### src/hdl/tmmu_pkg.sv
package tmmu_pkg;

	localparam int NUM_TAGS   = 4;
	localparam int MAX_PAGES  = 256;
	localparam int MAX_FRAMES = 256;

	localparam int TAG_W      = 5;
	localparam int PAGE_W     = 8;
	localparam int FRAME_W    = 8;
	localparam int PROT_W     = 2;
	localparam int BITS_W     = 2;
	localparam int STATUS_W   = 4;
	localparam int PAGES_W    = 9;
	localparam int FRAMES_W   = 9;
	localparam int LIMIT_W    = 11;
	localparam int COUNT_W    = 11;
	localparam int CFG_IDX_W  = 2;
	localparam int CFG_DATA_W = 11;

	localparam int TAG_IDX_W  = $clog2(NUM_TAGS);
	localparam int MAP_AW     = TAG_IDX_W + PAGE_W;
	localparam int MAP_DEPTH  = NUM_TAGS * MAX_PAGES;
	localparam int ENTRY_W    = 1 + FRAME_W + PROT_W;
	localparam int ENT_VALID  = ENTRY_W - 1;

	localparam logic [PAGES_W-1:0]  PAGES_RESET  = 9'd256;
	localparam logic [FRAMES_W-1:0] FRAMES_RESET = 9'd256;
	localparam logic [LIMIT_W-1:0]  LIMIT_RESET  = 11'd1024;

	typedef enum logic [2:0] {
		CMD_MAP     = 3'd0,
		CMD_UNMAP   = 3'd1,
		CMD_GET_MAP = 3'd2,
		CMD_SET_ACC = 3'd3,
		CMD_GET_ACC = 3'd4,
		CMD_SET_TAG = 3'd5,
		CMD_GET_TAG = 3'd6,
		CMD_ACCESS  = 3'd7
	} cmd_t;

	typedef enum logic [STATUS_W-1:0] {
		ST_OK    = 4'd0,
		ST_PAGE  = 4'd1,
		ST_FRAME = 4'd2,
		ST_MAPS  = 4'd3,
		ST_PROT  = 4'd4,
		ST_TAG   = 4'd5,
		ST_REMAP = 4'd6,
		ST_NOMAP = 4'd7,
		ST_FAULT = 4'd8,
		ST_VIOL  = 4'd9
	} status_t;

	typedef enum logic [CFG_IDX_W-1:0] {
		CFG_PAGES  = 2'd0,
		CFG_FRAMES = 2'd1,
		CFG_LIMIT  = 2'd2,
		CFG_NONE   = 2'd3
	} cfg_idx_t;

	localparam logic [PROT_W-1:0] PROT_NOACC = 2'd0;
	localparam logic [PROT_W-1:0] PROT_RO    = 2'd1;
	localparam logic [PROT_W-1:0] PROT_BAD   = 2'd2;
	localparam logic [PROT_W-1:0] PROT_RW    = 2'd3;

	localparam logic [TAG_W-1:0] TAG_NONE = 5'b11111;

	// Write request for the mapping memory.
	typedef struct packed {
		logic               en;
		logic [MAP_AW-1:0]  addr;
		logic [ENTRY_W-1:0] data;
	} map_wr_t;

	// Write request for the frame status memory, with one enable per bit.
	typedef struct packed {
		logic [BITS_W-1:0]  mask;
		logic [FRAME_W-1:0] addr;
		logic [BITS_W-1:0]  data;
	} bits_wr_t;

	// State of the clearing sweep after reset.
	typedef struct packed {
		logic              busy;
		logic [MAP_AW-1:0] addr;
	} clr_t;

	// A tag that cannot select a mapping: negative or beyond the tag count.
	function automatic logic tag_bad(input logic [TAG_W-1:0] t);
		return t[TAG_W-1] || (int'(t[TAG_W-2:0]) >= NUM_TAGS);
	endfunction

endpackage

### src/hdl/tmmu_bits_ram.sv
module tmmu_bits_ram (
	input  logic                          clk,
	input  logic                          rd_en,
	input  logic [tmmu_pkg::FRAME_W-1:0]  rd_addr,
	output logic [tmmu_pkg::BITS_W-1:0]   rd_data,
	input  tmmu_pkg::bits_wr_t            wr
);

	logic [tmmu_pkg::BITS_W-1:0] mem_q [tmmu_pkg::MAX_FRAMES];
	logic [tmmu_pkg::BITS_W-1:0] rd_data_q;

	// Each bit has its own enable, so an access sets a flag without a read.
	always_ff @(posedge clk) begin
		for (int b = 0; b < tmmu_pkg::BITS_W; b++) begin
			if (wr.mask[b]) begin
				mem_q[wr.addr][b] <= wr.data[b];
			end
		end
		if (rd_en) begin
			rd_data_q <= mem_q[rd_addr];
		end
	end

	assign rd_data = rd_data_q;

endmodule

### config.mk
export PLATFORM = sky130hd
export DESIGN_NAME = tmmu_bits_ram
export DESIGN_NICKNAME = d
export VERILOG_FILES = /design/src/hdl/tmmu_pkg.sv /design/src/hdl/tmmu_bits_ram.sv
export SDC_FILE = /design/constraint.sdc
export NUM_CORES = 1
export LEC_CHECK = 0
export ABC_CLOCK_PERIOD_IN_PS = 4200
export BUFFER_PORTS_ARGS = -buffer_cell sky130_fd_sc_hd__buf_2
export CAP_MARGIN = 20
export CORE_UTILIZATION = 58
export DETAILED_ROUTE_END_ITERATION = 10
export PLACE_DENSITY = 0.74
export SLEW_MARGIN = 15
export SYNTH_ARGS = -nofsm -noshare
export SYNTH_HDL_FRONTEND = slang
export SYNTH_SLANG_ARGS = --single-unit
### constraint.sdc
create_clock -name clk -period 4.2 [get_ports clk]
set_clock_uncertainty 0.2 [all_clocks]
set_input_delay 0.63 -clock clk [delete_from_list [all_inputs] [get_ports clk]]
set_output_delay 0.63 -clock clk [all_outputs]
set_load 0.01 [all_outputs]
==> impl_metrics.yaml <==
layout:
  synthToLayoutAreaGrowth_pct: 9.59
  nNetsFinal: 1641
  drive_gt1_share_pct: 13.1
  finalInstanceArea_mm2: 0.0248
  fin_util_pct: 64.4
floorplanning:
  num_rows: 72
  pin_count: 24
  die_w_um: 200
  dieArea_mm2: 0.0398
  die_h_um: 200
  core-area_mm2: 0.0386
  start_util_pct: 58.7
yosys:
  synth_area_per_cell_um2: 14.0
  ys_ff_latch: 514
  ys.flop_type: "edfxtp_1"
  ys_warn_count: 0
  synthArstFlopShare_pct: 0
  synth-edff-count: 514
  yosysTopAreaCell: "edfxtp_1"
  synth.area.top_cells: "edfxtp_1, nor2_1, mux4_2"
  ys_types: 41
  syn_nets: 1634
  syn_inst: 1612
  syn_area_mm2: 0.0226
  yosys.area.top_type_share_pct: 68.2
  ys_seq_area_share_pct: 68.2
sta:
  tns_ps: 0
  worstMarginPinSlew_ps: 1030
  period_share_pct: 66.2
  maxSlewHeadroom_pct: 31.4
  hold_viol: 0
  period_minus_slack_ps: 2780
  drv_slew: 0
  max_freq_ghz: 0.360
  finalSetupViolations: 0
  grt_setup_unrepaired: "no"
power_and_ir_drop:
  max-vdd-ir-drop_v: 0.000368
  powerDensity_mw_per_mm2: 430
  leakage_nw: 7.74
placed_design:
  hpwl_um: 31400
  place_area_mm2: 0.0232
  io_buffers: 23
  place_congestion: 0.832
global_route:
  grt_first_pass_wirelength_um: 79800
  grtUsageTotal_pct: 27.7
  grt_antenna_before_repair: 3
  grt_max_degree: 150
  overflow: 0
  grt_pass1_vias: 13600
cts:
  cts_tree: "done"
  cts_root_buf: "clkbuf_16"
  cts_setup_buffers: 0
  cts_buffers: 51
  path_clk_slew_ps: 60
  cts_resized: 0
  hold_buffers: 0
  clkLatencyLatePin_ps: 590
  clock_path_buffers: 3
  cts.sinks: 514
  h-tree-depth: 2
setup_path:
  worstPathRequired_ps: 4400
  rr_worst_depth: 6
  crit_arrival_ps: 2980
  reg2reg_to: "rd_data[1]"
  crit_end: "rd_data[1]"
  path_class: "in2reg"
  worst_setup_path_start_kind: "primary input"
  endpoint_kind: "register"
  worstPathMaxFanout: 15
  rr_startpoint: "mem_q[246][1]"
  critPathLaunch: "rd_addr[5]"
  rrSetupSlack_ps: 1670
detailed_routing:
  drt_iter0_drc: 1324
  drc_errors: 0
  via_per_inst: 6.29
  wl_per_cell_um: 24.4
  routed-via-count: 13700
  drt-total-wl_um: 53100
  postRouteAntennaNets: 0
  first_pass_iters: 6
worst_hold_path:
  min-delay-path-class: "in2reg"
outcome:
  outcome: "complete, no violations"
flow_run:
  max_cap_viol_count: 0
-- kinds of logic after synthesis --
| kind of cell | count (synthesis) | synth area share [%] |
|---|---|---|
| AO/OA/AOI/OAI | 114 | 3.77 |
| buffers and inverters | 142 | 3.56 |
| flip-flops | 514 | 68.2 |
| multiplexers | 198 | 13.1 |
| AND/OR/NAND/NOR | 644 | 11.4 |
-- worst max-delay path: stages --
cell,delay (ps)
buf_2,430
clkinv_1,720
nor2_1,420
o221ai_1,210
o311ai_1,150
a211oi_1,140
nor4_1,270
-- cell usage after synthesis (all sizes together), types with 2 or more instances --
cell / count
mux2i: 116
mux2: 10
nand4: 14
mux4: 72
a22oi: 6
edfxtp: 514
o311ai: 2
inv: 5
a32oi: 4
nand2: 37
a221oi: 12
nor2: 523
a21oi: 16
a211oi: 6
and2: 9
buf: 33
o32ai: 4
nand3: 31
o22ai: 12
dlygate4sd1: 2
or2b: 2
nor3: 4
nor4: 8
o21ai: 8
nand3b: 2
nor2b: 12
a31oi: 4
o221ai: 40
clkbuf: 100
-- flip-flops by register name, summed over array words and instances, names as in the netlist --
name and flops:
mem_q 512, rd_data 2
-- area by class of cell --
cell class	count	area, µm²
well taps	518	648
flip-flops and latches	514	15400
diodes	2	5.00
clock inverters	24	209
inverters	6	22.5
multi-input cells	956	6400
clock buffers	70	1390
fillers	2891	13700
repair buffers	90	703
-- stage by stage --
stage	setup WS (ps)	power, mW	std cells	hold WS [ps]
after floorplan	1520	6.14	1612	529
after global placement	909	6.35	2084	738
after detailed placement	878	6.36	2084	734
after CTS	1470	10.7	2178	127
after global routing	1280	10.9	2179	156
final	1420	10.7	2180	173
-- routing by layer --
layer / up-vias / track usage [%] / wire length (µm)
met5: - / 0 / 12
met4: 2 / 12.4 / 2300
met3: 148 / 5.89 / 4630
met2: 644 / 46.8 / 26600
met1: 6916 / 34.5 / 19600
li1: 6010 / - / -
-- where the power goes --
group	total (mW)	switching (mW)	internal (mW)
combinational	0.599	0.407	0.193
sequential	5.66	0.00328	5.66
clock	4.40	1.85	2.55
-- worst min-delay path by stage --
stage,start,endpoint,slack [ps],cells after the start
3_3_place_gp,rd_en,rd_data[0],740,1
3_5_place_dp,rd_en,rd_data[0],730,1
2_1_floorplan,wr[0],mem_q[0][0],530,0
6_report,rd_en,rd_data[1],170,1
5_1_grt,rd_en,rd_data[1],160,1
4_1_cts,rd_en,rd_data[1],130,1
-- cell usage in the layout (no fill, tap or decap), drive strengths merged, types with 14 or more instances in the layout --
cell type,netlist,routed
nand4,14,14
nor2,523,523
buf,33,90
mux4,72,72
nand3,31,31
nand2,37,37
a21oi,16,16
clkbuf,100,70
clkinv,1,20
o221ai,40,40
edfxtp,514,514
mux2i,116,116
Power figures use the tool's default switching activity.
