`src/hdl/tmmu_pkg.sv`:
```
package tmmu_pkg;

	localparam int NUM_TAGS   = 4;
	localparam int MAX_PAGES  = 256;
	localparam int MAX_FRAMES = 256;

	localparam int TAG_W      = 5;
	localparam int PAGE_W     = 8;
	localparam int FRAME_W    = 8;
	localparam int PROT_W     = 2;
	localparam int BITS_W     = 2;
	localparam int STATUS_W   = 4;
	localparam int PAGES_W    = 9;
	localparam int FRAMES_W   = 9;
	localparam int LIMIT_W    = 11;
	localparam int COUNT_W    = 11;
	localparam int CFG_IDX_W  = 2;
	localparam int CFG_DATA_W = 11;

	localparam int TAG_IDX_W  = $clog2(NUM_TAGS);
	localparam int MAP_AW     = TAG_IDX_W + PAGE_W;
	localparam int MAP_DEPTH  = NUM_TAGS * MAX_PAGES;
	localparam int ENTRY_W    = 1 + FRAME_W + PROT_W;
	localparam int ENT_VALID  = ENTRY_W - 1;

	localparam logic [PAGES_W-1:0]  PAGES_RESET  = 9'd256;
	localparam logic [FRAMES_W-1:0] FRAMES_RESET = 9'd256;
	localparam logic [LIMIT_W-1:0]  LIMIT_RESET  = 11'd1024;

	typedef enum logic [2:0] {
		CMD_MAP     = 3'd0,
		CMD_UNMAP   = 3'd1,
		CMD_GET_MAP = 3'd2,
		CMD_SET_ACC = 3'd3,
		CMD_GET_ACC = 3'd4,
		CMD_SET_TAG = 3'd5,
		CMD_GET_TAG = 3'd6,
		CMD_ACCESS  = 3'd7
	} cmd_t;

	typedef enum logic [STATUS_W-1:0] {
		ST_OK    = 4'd0,
		ST_PAGE  = 4'd1,
		ST_FRAME = 4'd2,
		ST_MAPS  = 4'd3,
		ST_PROT  = 4'd4,
		ST_TAG   = 4'd5,
		ST_REMAP = 4'd6,
		ST_NOMAP = 4'd7,
		ST_FAULT = 4'd8,
		ST_VIOL  = 4'd9
	} status_t;

	typedef enum logic [CFG_IDX_W-1:0] {
		CFG_PAGES  = 2'd0,
		CFG_FRAMES = 2'd1,
		CFG_LIMIT  = 2'd2,
		CFG_NONE   = 2'd3
	} cfg_idx_t;

	localparam logic [PROT_W-1:0] PROT_NOACC = 2'd0;
	localparam logic [PROT_W-1:0] PROT_RO    = 2'd1;
	localparam logic [PROT_W-1:0] PROT_BAD   = 2'd2;
	localparam logic [PROT_W-1:0] PROT_RW    = 2'd3;

	localparam logic [TAG_W-1:0] TAG_NONE = 5'b11111;

	// Write request for the mapping memory.
	typedef struct packed {
		logic               en;
		logic [MAP_AW-1:0]  addr;
		logic [ENTRY_W-1:0] data;
	} map_wr_t;

	// Write request for the frame status memory, with one enable per bit.
	typedef struct packed {
		logic [BITS_W-1:0]  mask;
		logic [FRAME_W-1:0] addr;
		logic [BITS_W-1:0]  data;
	} bits_wr_t;

	// State of the clearing sweep after reset.
	typedef struct packed {
		logic              busy;
		logic [MAP_AW-1:0] addr;
	} clr_t;

	// A tag that cannot select a mapping: negative or beyond the tag count.
	function automatic logic tag_bad(input logic [TAG_W-1:0] t);
		return t[TAG_W-1] || (int'(t[TAG_W-2:0]) >= NUM_TAGS);
	endfunction

endpackage

```
`src/hdl/tmmu_clear.sv`:
```
module tmmu_clear (
	input  logic          clk,
	input  logic          arst_n,
	output tmmu_pkg::clr_t clr
);

	logic                        busy_q;
	logic [tmmu_pkg::MAP_AW-1:0] cnt_q;

	always_ff @(posedge clk or negedge arst_n) begin
		if (!arst_n) begin
			busy_q <= 1'b1;
			cnt_q  <= '0;
		end else if (busy_q) begin
			cnt_q <= cnt_q + 1'b1;
			if (cnt_q == tmmu_pkg::MAP_AW'(tmmu_pkg::MAP_DEPTH - 1)) begin
				busy_q <= 1'b0;
			end
		end
	end

	assign clr.busy = busy_q;
	assign clr.addr = cnt_q;

endmodule

```
`config.mk`:
```
export PLATFORM = sky130hd
export DESIGN_NAME = tmmu_clear
export DESIGN_NICKNAME = d
export VERILOG_FILES = /design/src/hdl/tmmu_pkg.sv /design/src/hdl/tmmu_clear.sv
export SDC_FILE = /design/constraint.sdc
export NUM_CORES = 1
export LEC_CHECK = 0
export ABC_AREA = 1
export BUFFER_PORTS_ARGS = -buffer_cell sky130_fd_sc_hd__buf_2
export CAP_MARGIN = 10
export CORE_AREA = 2 2 39 41
export DETAILED_ROUTE_END_ITERATION = 8
export DIE_AREA = 0 0 41 43
export GPL_TIMING_DRIVEN = 0
export SLEW_MARGIN = 5
export SYNTH_ARGS = -nofsm -noshare
export SYNTH_HDL_FRONTEND = slang
export SYNTH_SLANG_ARGS = --single-unit
```
`constraint.sdc`:
```
create_clock -name clk -period 1.5 [get_ports clk]
set_clock_uncertainty 0.1 [all_clocks]
set_input_delay 0.225 -clock clk [delete_from_list [all_inputs] [get_ports clk]]
set_output_delay 0.225 -clock clk [all_outputs]
set_load 0.02 [all_outputs]
```
==> Flow_metrics.wiki, run 1 <==
{| class="wikitable"
! Metric !! Value
|-
| Worst supply voltage drop on vdd || 0.421 mV
|-
| Vias after detailed routing || 392
|-
| Worst slew margin relative to its limit || 0.841
|-
| FF+latch count, synth || 11
|-
| Starting DRT DRC Count || 7
|-
| Area of the mapped netlist || ~550 um^2
|-
| Dominant combinational cell family by area after synthesis || simple AND/OR/NAND/NOR gates
|-
| Final total negative setup slack || 0 ps
|-
| Post-synth EDFFs || 0
|-
| Leading post-synthesis cells by instance count || sky130_fd_sc_hd__nand2_1 (13), sky130_fd_sc_hd__dfrtp_1 (10), sky130_fd_sc_hd__inv_1 (9)
|-
| Part of the Yosys area used for sequential elements || 0.503
|-
| Pre-CTS worst setup slack || 116 ps
|-
| Post-route setup slack || approximately 130 ps
|-
| Synthesized instance count || 57
|-
| Top FF cell, synth || sky130_fd_sc_hd__dfrtp_1
|-
| Wire length of the first global-routing pass || 1430 um
|-
| Number of pins with negative max-slew slack in the final report || 0
|-
| Minimum period implied by the final worst setup slack || roughly 1400 ps
|-
| Count of final setup violators || 0
|-
| Maximum clock insertion buffer count || 2
|-
| Post-CTS Setup Bufs || 0
|-
| Antenna diode count || 0
|-
| Maximum number of pins on one net before global-route repair || 12
|-
| Highest achievable clock rate || 0.732 GHz
|-
| Clk pin slew, worst setup/hold paths || roughly 70 ps
|-
| Clock sink total || 11
|-
| Floorplan die width || approximately 41 um
|-
| Library cell with the largest summed area after synthesis || sky130_fd_sc_hd__dfrtp_1
|-
| Share of post-route cells with drive strength above 1 || 0.365
|-
| Routed vias/inst || 4.36
|-
| Drt drc || 0
|-
| Fin nets || 78
|-
| Share of cell area taken by muxes after synthesis || 0.0205
|-
| Die Footprint || 1760 um^2
|-
| Synth warnings || 0
|-
| Data arrival time of the worst path || ~1400 ps
|-
| Area of the core || 1380 um^2
|-
| Worst setup path class || reg2reg
|-
| Worst hold path type || in2async
|-
| Share of synthesized flip-flops with an asynchronous set or reset || 1.00
|-
| Pin slew with the least headroom to its limit || 239 ps
|-
| Syn_area_per_cell || between 9 and 10 um^2
|-
| Endpoint required time on the critical path || 1560 ps
|-
| WL per Instance || 9.99 um
|-
| Post-Synthesis Net Count || 60
|-
| Number of global-route vias before repair || 325
|-
| Placement row count || 14
|-
| Antenna violations before repair || 0
|-
| RSZ-0062 raised after global routing || false
|-
| Post-synthesis share of cell area spent on xor and xnor gates || 0.0957
|-
| Leading post-synthesis cells by cell area || sky130_fd_sc_hd__dfrtp_1 (46%), sky130_fd_sc_hd__nand2_1 (8.9%), sky130_fd_sc_hd__xor2_1 (6.4%)
|-
| Router iterations before antenna repair || 3
|-
| Die height || roughly 43 um
|-
| Count of H-tree levels built during CTS || 1
|-
| Layout fillers || between 100 and 150
|-
| Ratio of total power to cell area || 748 nW/um^2
|-
| Adder-cell share of the synthesized area || 0.0228
|-
| Area fraction of the dominant cell type after synthesis || 0.456
|-
| Crit end category || register
|-
| Post-synthesis to final-layout area growth || 22.8%
|-
| Latest clock arrival within the worst-skew pair || 260 ps
|-
| Total grt overflow || 0
|-
| Top Ports || 13
|-
| Number of antenna-violating nets in the routed design || 0
|-
| Total clock buffers created by CTS || 3
|-
| HPWL after DPL || 673 um
|-
| Maxcap violations || 0
|-
| Overall fraction of global-route tracks in use || 0.131
|-
| Outcome || finished clean
|-
| Simple-gate area share of the yosys netlist || 0.251
|-
| Initial Util || 0.397
|-
| IO buf count || 12
|-
| Clk Tree Root Cell || sky130_fd_sc_hd__clkbuf_4
|-
| Clock tree from TritonCTS || yes
|-
| Weighted congestion reported at the end of routability-driven placement || 0.693
|-
| Worst setup SP type || register
|-
| Register Area || ~280 um^2
|-
| Multi-input logic area || 233 um^2
|-
| Final cycle utilization of the critical path || 0.911
|-
| Synth Area in Compound Gates || 0.0182
|-
| Unique masters post-synth || 19
|-
| Total leakage power || roughly 0.41 nW
|-
| Maximum fanout along the worst path || 7
|-
| Most repeated cell in the gate-level netlist after synthesis || sky130_fd_sc_hd__nand2_1
|-
| Total length of routed wires || 899 um
|-
| Final Hold Vio Count || 0
|}
-- critical path, stage by stage, from the launching register on --
cell	delay, ps
sky130_fd_sc_hd__dfstp_2	530
sky130_fd_sc_hd__buf_4	150
sky130_fd_sc_hd__nand3_2	110
sky130_fd_sc_hd__nor3_4	190
sky130_fd_sc_hd__nand2_1	80
sky130_fd_sc_hd__nand2_1	60
sky130_fd_sc_hd__nand2_1	50
-- cell families after synthesis --
group,after synthesis
adders and majority gates,1
muxes,1
xor gates and xnor gates,6
AOI/OAI and AO/OA,2
DFF,11
buffers and inverters,11
and+or+nand+nor,25
-- worst paths after layout --
| kind | endpoint | start | slack (ps) | cells past startpoint |
|---|---|---|---|---|
| max reg2reg | cnt_q[8] | busy_q | 130 | 6 |
| min in group clk | cnt_q[4] | cnt_q[4] | 390 | 1 |
| min reg2reg | cnt_q[4] | cnt_q[4] | 390 | 1 |
| max in group asynchronous | busy_q | arst_n | 800 | 2 |
| min | cnt_q[4] | arst_n | 250 | 2 |
| max | cnt_q[8] | busy_q | 130 | 6 |
-- registers in the layout, indices dropped and copies added, names as in the netlist --
name,flops
cnt_q,10
busy_q,1
-- power by group --
group | switching (mW) | internal (mW)
clock network | 0.0970 | 0.103
logic | 0.00553 | 0.00264
registers | 0 | 0.296
total | 0.103 | 0.402
-- through the flow --
step	std cells	util	area [um^2]	hold slack, ps	total power, mW
final	90	0.487	674	246	0.504
after global routing	90	0.487	674	291	0.535
after CTS	90	0.481	666	249	0.514
after detailed placement	85	0.455	629	8.18	0.309
after global placement	85	0.455	629	7.24	0.309
after floorplan	57	-	549	-171	0.302
-- layout make-up --
type | count | area share
inverter | 9 | 0.0501
buffer | 2 | 0.0223
timing repair buffer | 13 | 0.104
clock buffer | 4 | 0.0390
tap | 16 | 0.0297
sequential | 11 | 0.410
multi-input combinational | 35 | 0.345
-- layer usage --
layer	share of wire	track usage
met2	0.45	0.150
met4	0.021	0.100
met5	0	0
met3	0.043	0.0628
met1	0.48	0.179
-- repair_timing --
action,4_1_cts,5_1_grt
hold buffers,1,0
gates resized for setup,0,2
setup endpoints to repair,0,1
endpoints found under the hold margin,11,0
-- layout by cell type, fill, tap and decap left out, drive strengths merged --
cell type    netlist  layout
mux2               1       1
nor2               3       3
nand2             15      15
nor3               1       1
inv                9       9
xor2               4       4
clkbuf             0       4
dfstp              1       1
nand3              3       3
dlygate4sd3        0       1
buf                2      14
nand4              2       2
dfrtp             10      10
nand3b             1       1
xnor2              2       2
ha                 1       1
o21ai              2       2
Power figures use the tool's default switching activity.
==> inputs of run 2 (changes only) <==
--- a/config.mk
+++ b/config.mk
@@ -11,7 +11,6 @@
 export CORE_AREA = 2 2 39 41
 export DETAILED_ROUTE_END_ITERATION = 8
 export DIE_AREA = 0 0 41 43
-export GPL_TIMING_DRIVEN = 0
 export SLEW_MARGIN = 5
 export SYNTH_ARGS = -nofsm -noshare
 export SYNTH_HDL_FRONTEND = slang
==> constraint.sdc (replaced) <==
create_clock -name clk -period 1.37 [get_ports clk]
set_clock_uncertainty 0.1 [all_clocks]
set_input_delay 0.2055 -clock clk [delete_from_list [all_inputs] [get_ports clk]]
set_output_delay 0.2055 -clock clk [all_outputs]
set_load 0.02 [all_outputs]
==> run 2 against run 1 <==
- sequential power up 9.5%
- register-to-register slack worse by 50 ps
- non-clock buffer count stayed put
- die area unchanged
- setup slack lost 96 ps
- global-route usage is 0.080 points higher
- via count grew 11%
- wire length rose by 13%
- critical path type is now reg2out
- critical endpoint is now clr[10]
- largest cell class unchanged
- largest power group unchanged
- highest routed layer unchanged
==> Flow_metrics.wiki, run 2 (same netlist as run 1, synthesis figures left out) <==
{| class="wikitable"
! Metric !! Value
|-
| Number of global-route vias before repair || 375 (was 325)
|-
| Clk Tree Root Cell || sky130_fd_sc_hd__clkbuf_4 (unchanged)
|-
| Most common cell after layout, fill and taps aside || sky130_fd_sc_hd__nand2_1 (unchanged)
|-
| Ratio of total power to cell area || 800 nW/um^2 (was 748 nW/um^2)
|-
| Share of post-route cells with drive strength above 1 || 0.405 (was 0.365)
|-
| Area of the core || 1380 um^2 (unchanged)
|-
| Post-synthesis to final-layout area growth || 25.7% (was 22.8%)
|-
| Final total negative setup slack || 0 ps (unchanged)
|-
| Total length of routed wires || 1020 um (was 899 um)
|-
| Layout fillers || 139 (was 143)
|-
| Worst reg2reg path endpoint || cnt_q[8] (unchanged)
|-
| Standard cell with the maximum stage delay on the critical path || sky130_fd_sc_hd__dfstp_2 (unchanged)
|-
| Outcome || finished clean (unchanged)
|-
| Instance area at placement || 624 um^2 (was 629 um^2)
|-
| Total number of cells along the worst setup path || 1 (was 6)
|-
| Largest reg by FF count || cnt_q (unchanged)
|-
| Pin slew with the least headroom to its limit || 243 ps (was 239 ps)
|-
| Critical R2R Launch || busy_q (unchanged)
|-
| Worst hold path type || in2async (unchanged)
|-
| Maximum fanout along the worst path || 5 (was 7)
|-
| WL per Instance || 11.3 um (was 9.99 um)
|-
| Worst setup SP type || register (unchanged)
|-
| Maximum number of pins on one net before global-route repair || 12 (unchanged)
|-
| Count of H-tree levels built during CTS || 1 (unchanged)
|-
| Register Area || 279 um^2 (was 277 um^2)
|-
| Net switching power || 0.117 mW (was 0.103 mW)
|-
| Switching share of power || 0.212 (was 0.203)
|-
| IO buf count || 12 (unchanged)
|-
| Clock sink total || 11 (unchanged)
|-
| Top library cells by usage in the layout, fill and taps aside || sky130_fd_sc_hd__nand2_1 (13), sky130_fd_sc_hd__buf_2 (11), sky130_fd_sc_hd__inv_1 (9) (was sky130_fd_sc_hd__nand2_1 (13), sky130_fd_sc_hd__buf_2 (12), sky130_fd_sc_hd__dfrtp_1 (10))
|-
| Antenna diode count || 0 (unchanged)
|-
| Worst setup path class || reg2out (was reg2reg)
|-
| Routed vias/inst || 4.84 (was 4.36)
|-
| Max incr delay on CP || 600 ps (was 530 ps)
|-
| Cell total after placement || 84 (was 85)
|-
| Sum of internal, switching and leakage power || 0.552 mW (was 0.504 mW)
|-
| Sequence of cells on the critical path || buf_4 (was buf_4 -> nand3_2 -> nor3_4 -> nand2_1 -> nand2_1 -> nand2_1)
|-
| Largest register FFs || 10 (unchanged)
|-
| Worst slew margin relative to its limit || 0.838 (was 0.841)
|-
| Router iterations before antenna repair || 4 (was 3)
|-
| Latest clock arrival within the worst-skew pair || 260 ps (about the same)
|-
| Number of antenna-violating nets in the routed design || 0 (unchanged)
|-
| Share of power burned in combinational logic || 0.016 (about the same)
|-
| Fin nets || 78 (unchanged)
|-
| Worst supply voltage drop on vdd || 0.460 mV (was 0.421 mV)
|-
| Final cycle utilization of the critical path || 0.972
|-
| Critical path destination || clr[10] (was cnt_q[8])
|-
| Floorplan die width || 41 um (unchanged)
|-
| Registers with the most flip-flops || cnt_q x10, busy_q x1 (unchanged)
|-
| Maxcap violations || 0 (unchanged)
|-
| Endpoint required time on the critical path || 1060 ps (was 1560 ps)
|-
| Multi-input logic area || 243 um^2 (was 233 um^2)
|-
| Critical path launch point || busy_q (unchanged)
|-
| Clk pin slew, worst setup/hold paths || 70 ps (about the same)
|-
| Clock tree from TritonCTS || yes (unchanged)
|-
| Filler-free cell count of the finished design || 90 (unchanged)
|-
| Total grt overflow || 0 (unchanged)
|-
| Cell type group with the largest total delay on the critical path || flip-flops (unchanged)
|-
| Initial Util || 0.397 (unchanged)
|-
| Highest achievable clock rate || 0.751 GHz
|-
| Final Hold Vio Count || 0 (unchanged)
|-
| Wire length of the first global-routing pass || 1550 um (was 1430 um)
|-
| Crit end category || primary output (was register)
|-
| HPWL after DPL || 715 um (was 673 um)
|-
| Total leakage power || 0.407 nW (was 0.408 nW)
|-
| Total clock buffers created by CTS || 3 (unchanged)
|-
| Placement row count || 14 (unchanged)
|-
| Data arrival time of the worst path || 1030 ps (was 1420 ps)
|-
| Drt drc || 0 (unchanged)
|-
| Weighted congestion reported at the end of routability-driven placement || 0.675 (was 0.693)
|-
| Relative contribution of the clock network to total power || 0.396 (about the same)
|-
| Count of final setup violators || 0 (unchanged)
|-
| Top Ports || 13 (unchanged)
|-
| Antenna violations before repair || 0 (unchanged)
|-
| Die height || 43 um (unchanged)
|-
| Vias after detailed routing || 436 (was 392)
|-
| Maximum clock insertion buffer count || 2 (unchanged)
|-
| Number of pins with negative max-slew slack in the final report || 0 (unchanged)
|-
| Post-route cell area || 691 um^2 (was 674 um^2)
|-
| Depth of the worst register-to-register path || 5 (was 6)
|-
| Minimum period implied by the final worst setup slack || approximately 1300 ps
|-
| Sequential share of power || 0.587 (was 0.588)
|-
| Die Footprint || 1760 um^2 (unchanged)
|-
| Setup slack on the worst flop-to-flop path || 80 ps (was 130 ps)
|-
| Internal || 0.435 mW (was 0.402 mW)
|-
| Sum of buffers and inverters on the critical path || 1 (unchanged)
|-
| Starting DRT DRC Count || 2 (was 7)
|-
| Overall fraction of global-route tracks in use || 0.131 (about the same)
|}
==> run 2: changes by cell type in the layout (fill, tap and decap cells not counted) <==
cell,before,now
sky130_fd_sc_hd__clkinv_2,0,1
sky130_fd_sc_hd__ha_4,0,1
sky130_fd_sc_hd__buf_4,2,3
sky130_fd_sc_hd__dfrtp_1,10,8
sky130_fd_sc_hd__clkbuf_1,1,0
sky130_fd_sc_hd__buf_2,12,11
sky130_fd_sc_hd__dfrtp_2,0,2
sky130_fd_sc_hd__ha_2,1,0
==> run 2: timing repair <==
item,CTS,global route
hold endpoints to repair,11,0
hold buffers,1,0
buffers inserted,1,0
gates resized for setup,0,4
setup endpoints to repair,1,3
==> run 2: area by class of cell <==
type	instances	area share
clock buffer	3	0.0326
sequential	11	0.404
inverter	9	0.0489
clock inverter	1	0.00725
timing repair buffer	15	0.127
tap	16	0.0290
multi-input combinational	35	0.351
==> run 2: how the worst min path moves through the flow <==
stage	endpoint	slack, ps	cells past startpoint
floorplan	cnt_q[0]	-190	0
global placement	cnt_q[4]	-10	1
detailed placement	cnt_q[4]	-10	1
CTS	cnt_q[4]	230	2
global route	cnt_q[4]	270	2
finish	cnt_q[4]	230	2
==> run 2: power groups by stage <==
stage	clock network (mW)	logic, mW	registers, mW
final	0.219	0.00909	0.324
after global routing	0.241	0.0116	0.324
after CTS	0.226	0.00985	0.324
after detailed placement	0	0.00773	0.331
after global placement	0	0.00773	0.331
after floorplan	0	0.000000159	0.331
==> run 2: per-stage QoR <==
step                       util  hold WS (ps)  setup WS (ps)
after CTS                 0.484           232           4.99
final                     0.499           226           38.0
after global placement    0.451         -11.1           65.8
after floorplan               -          -190           47.0
after detailed placement  0.451         -11.1           41.2
after global routing      0.499           267          -16.1
==> run 2: routing by layer <==
layer,vias up,track usage,routed length [um]
met5,-,0,0
met4,0,0.0800,25
met3,4,0.0314,50
met2,12,0.184,481
met1,211,0.176,457
li1,209,-,-
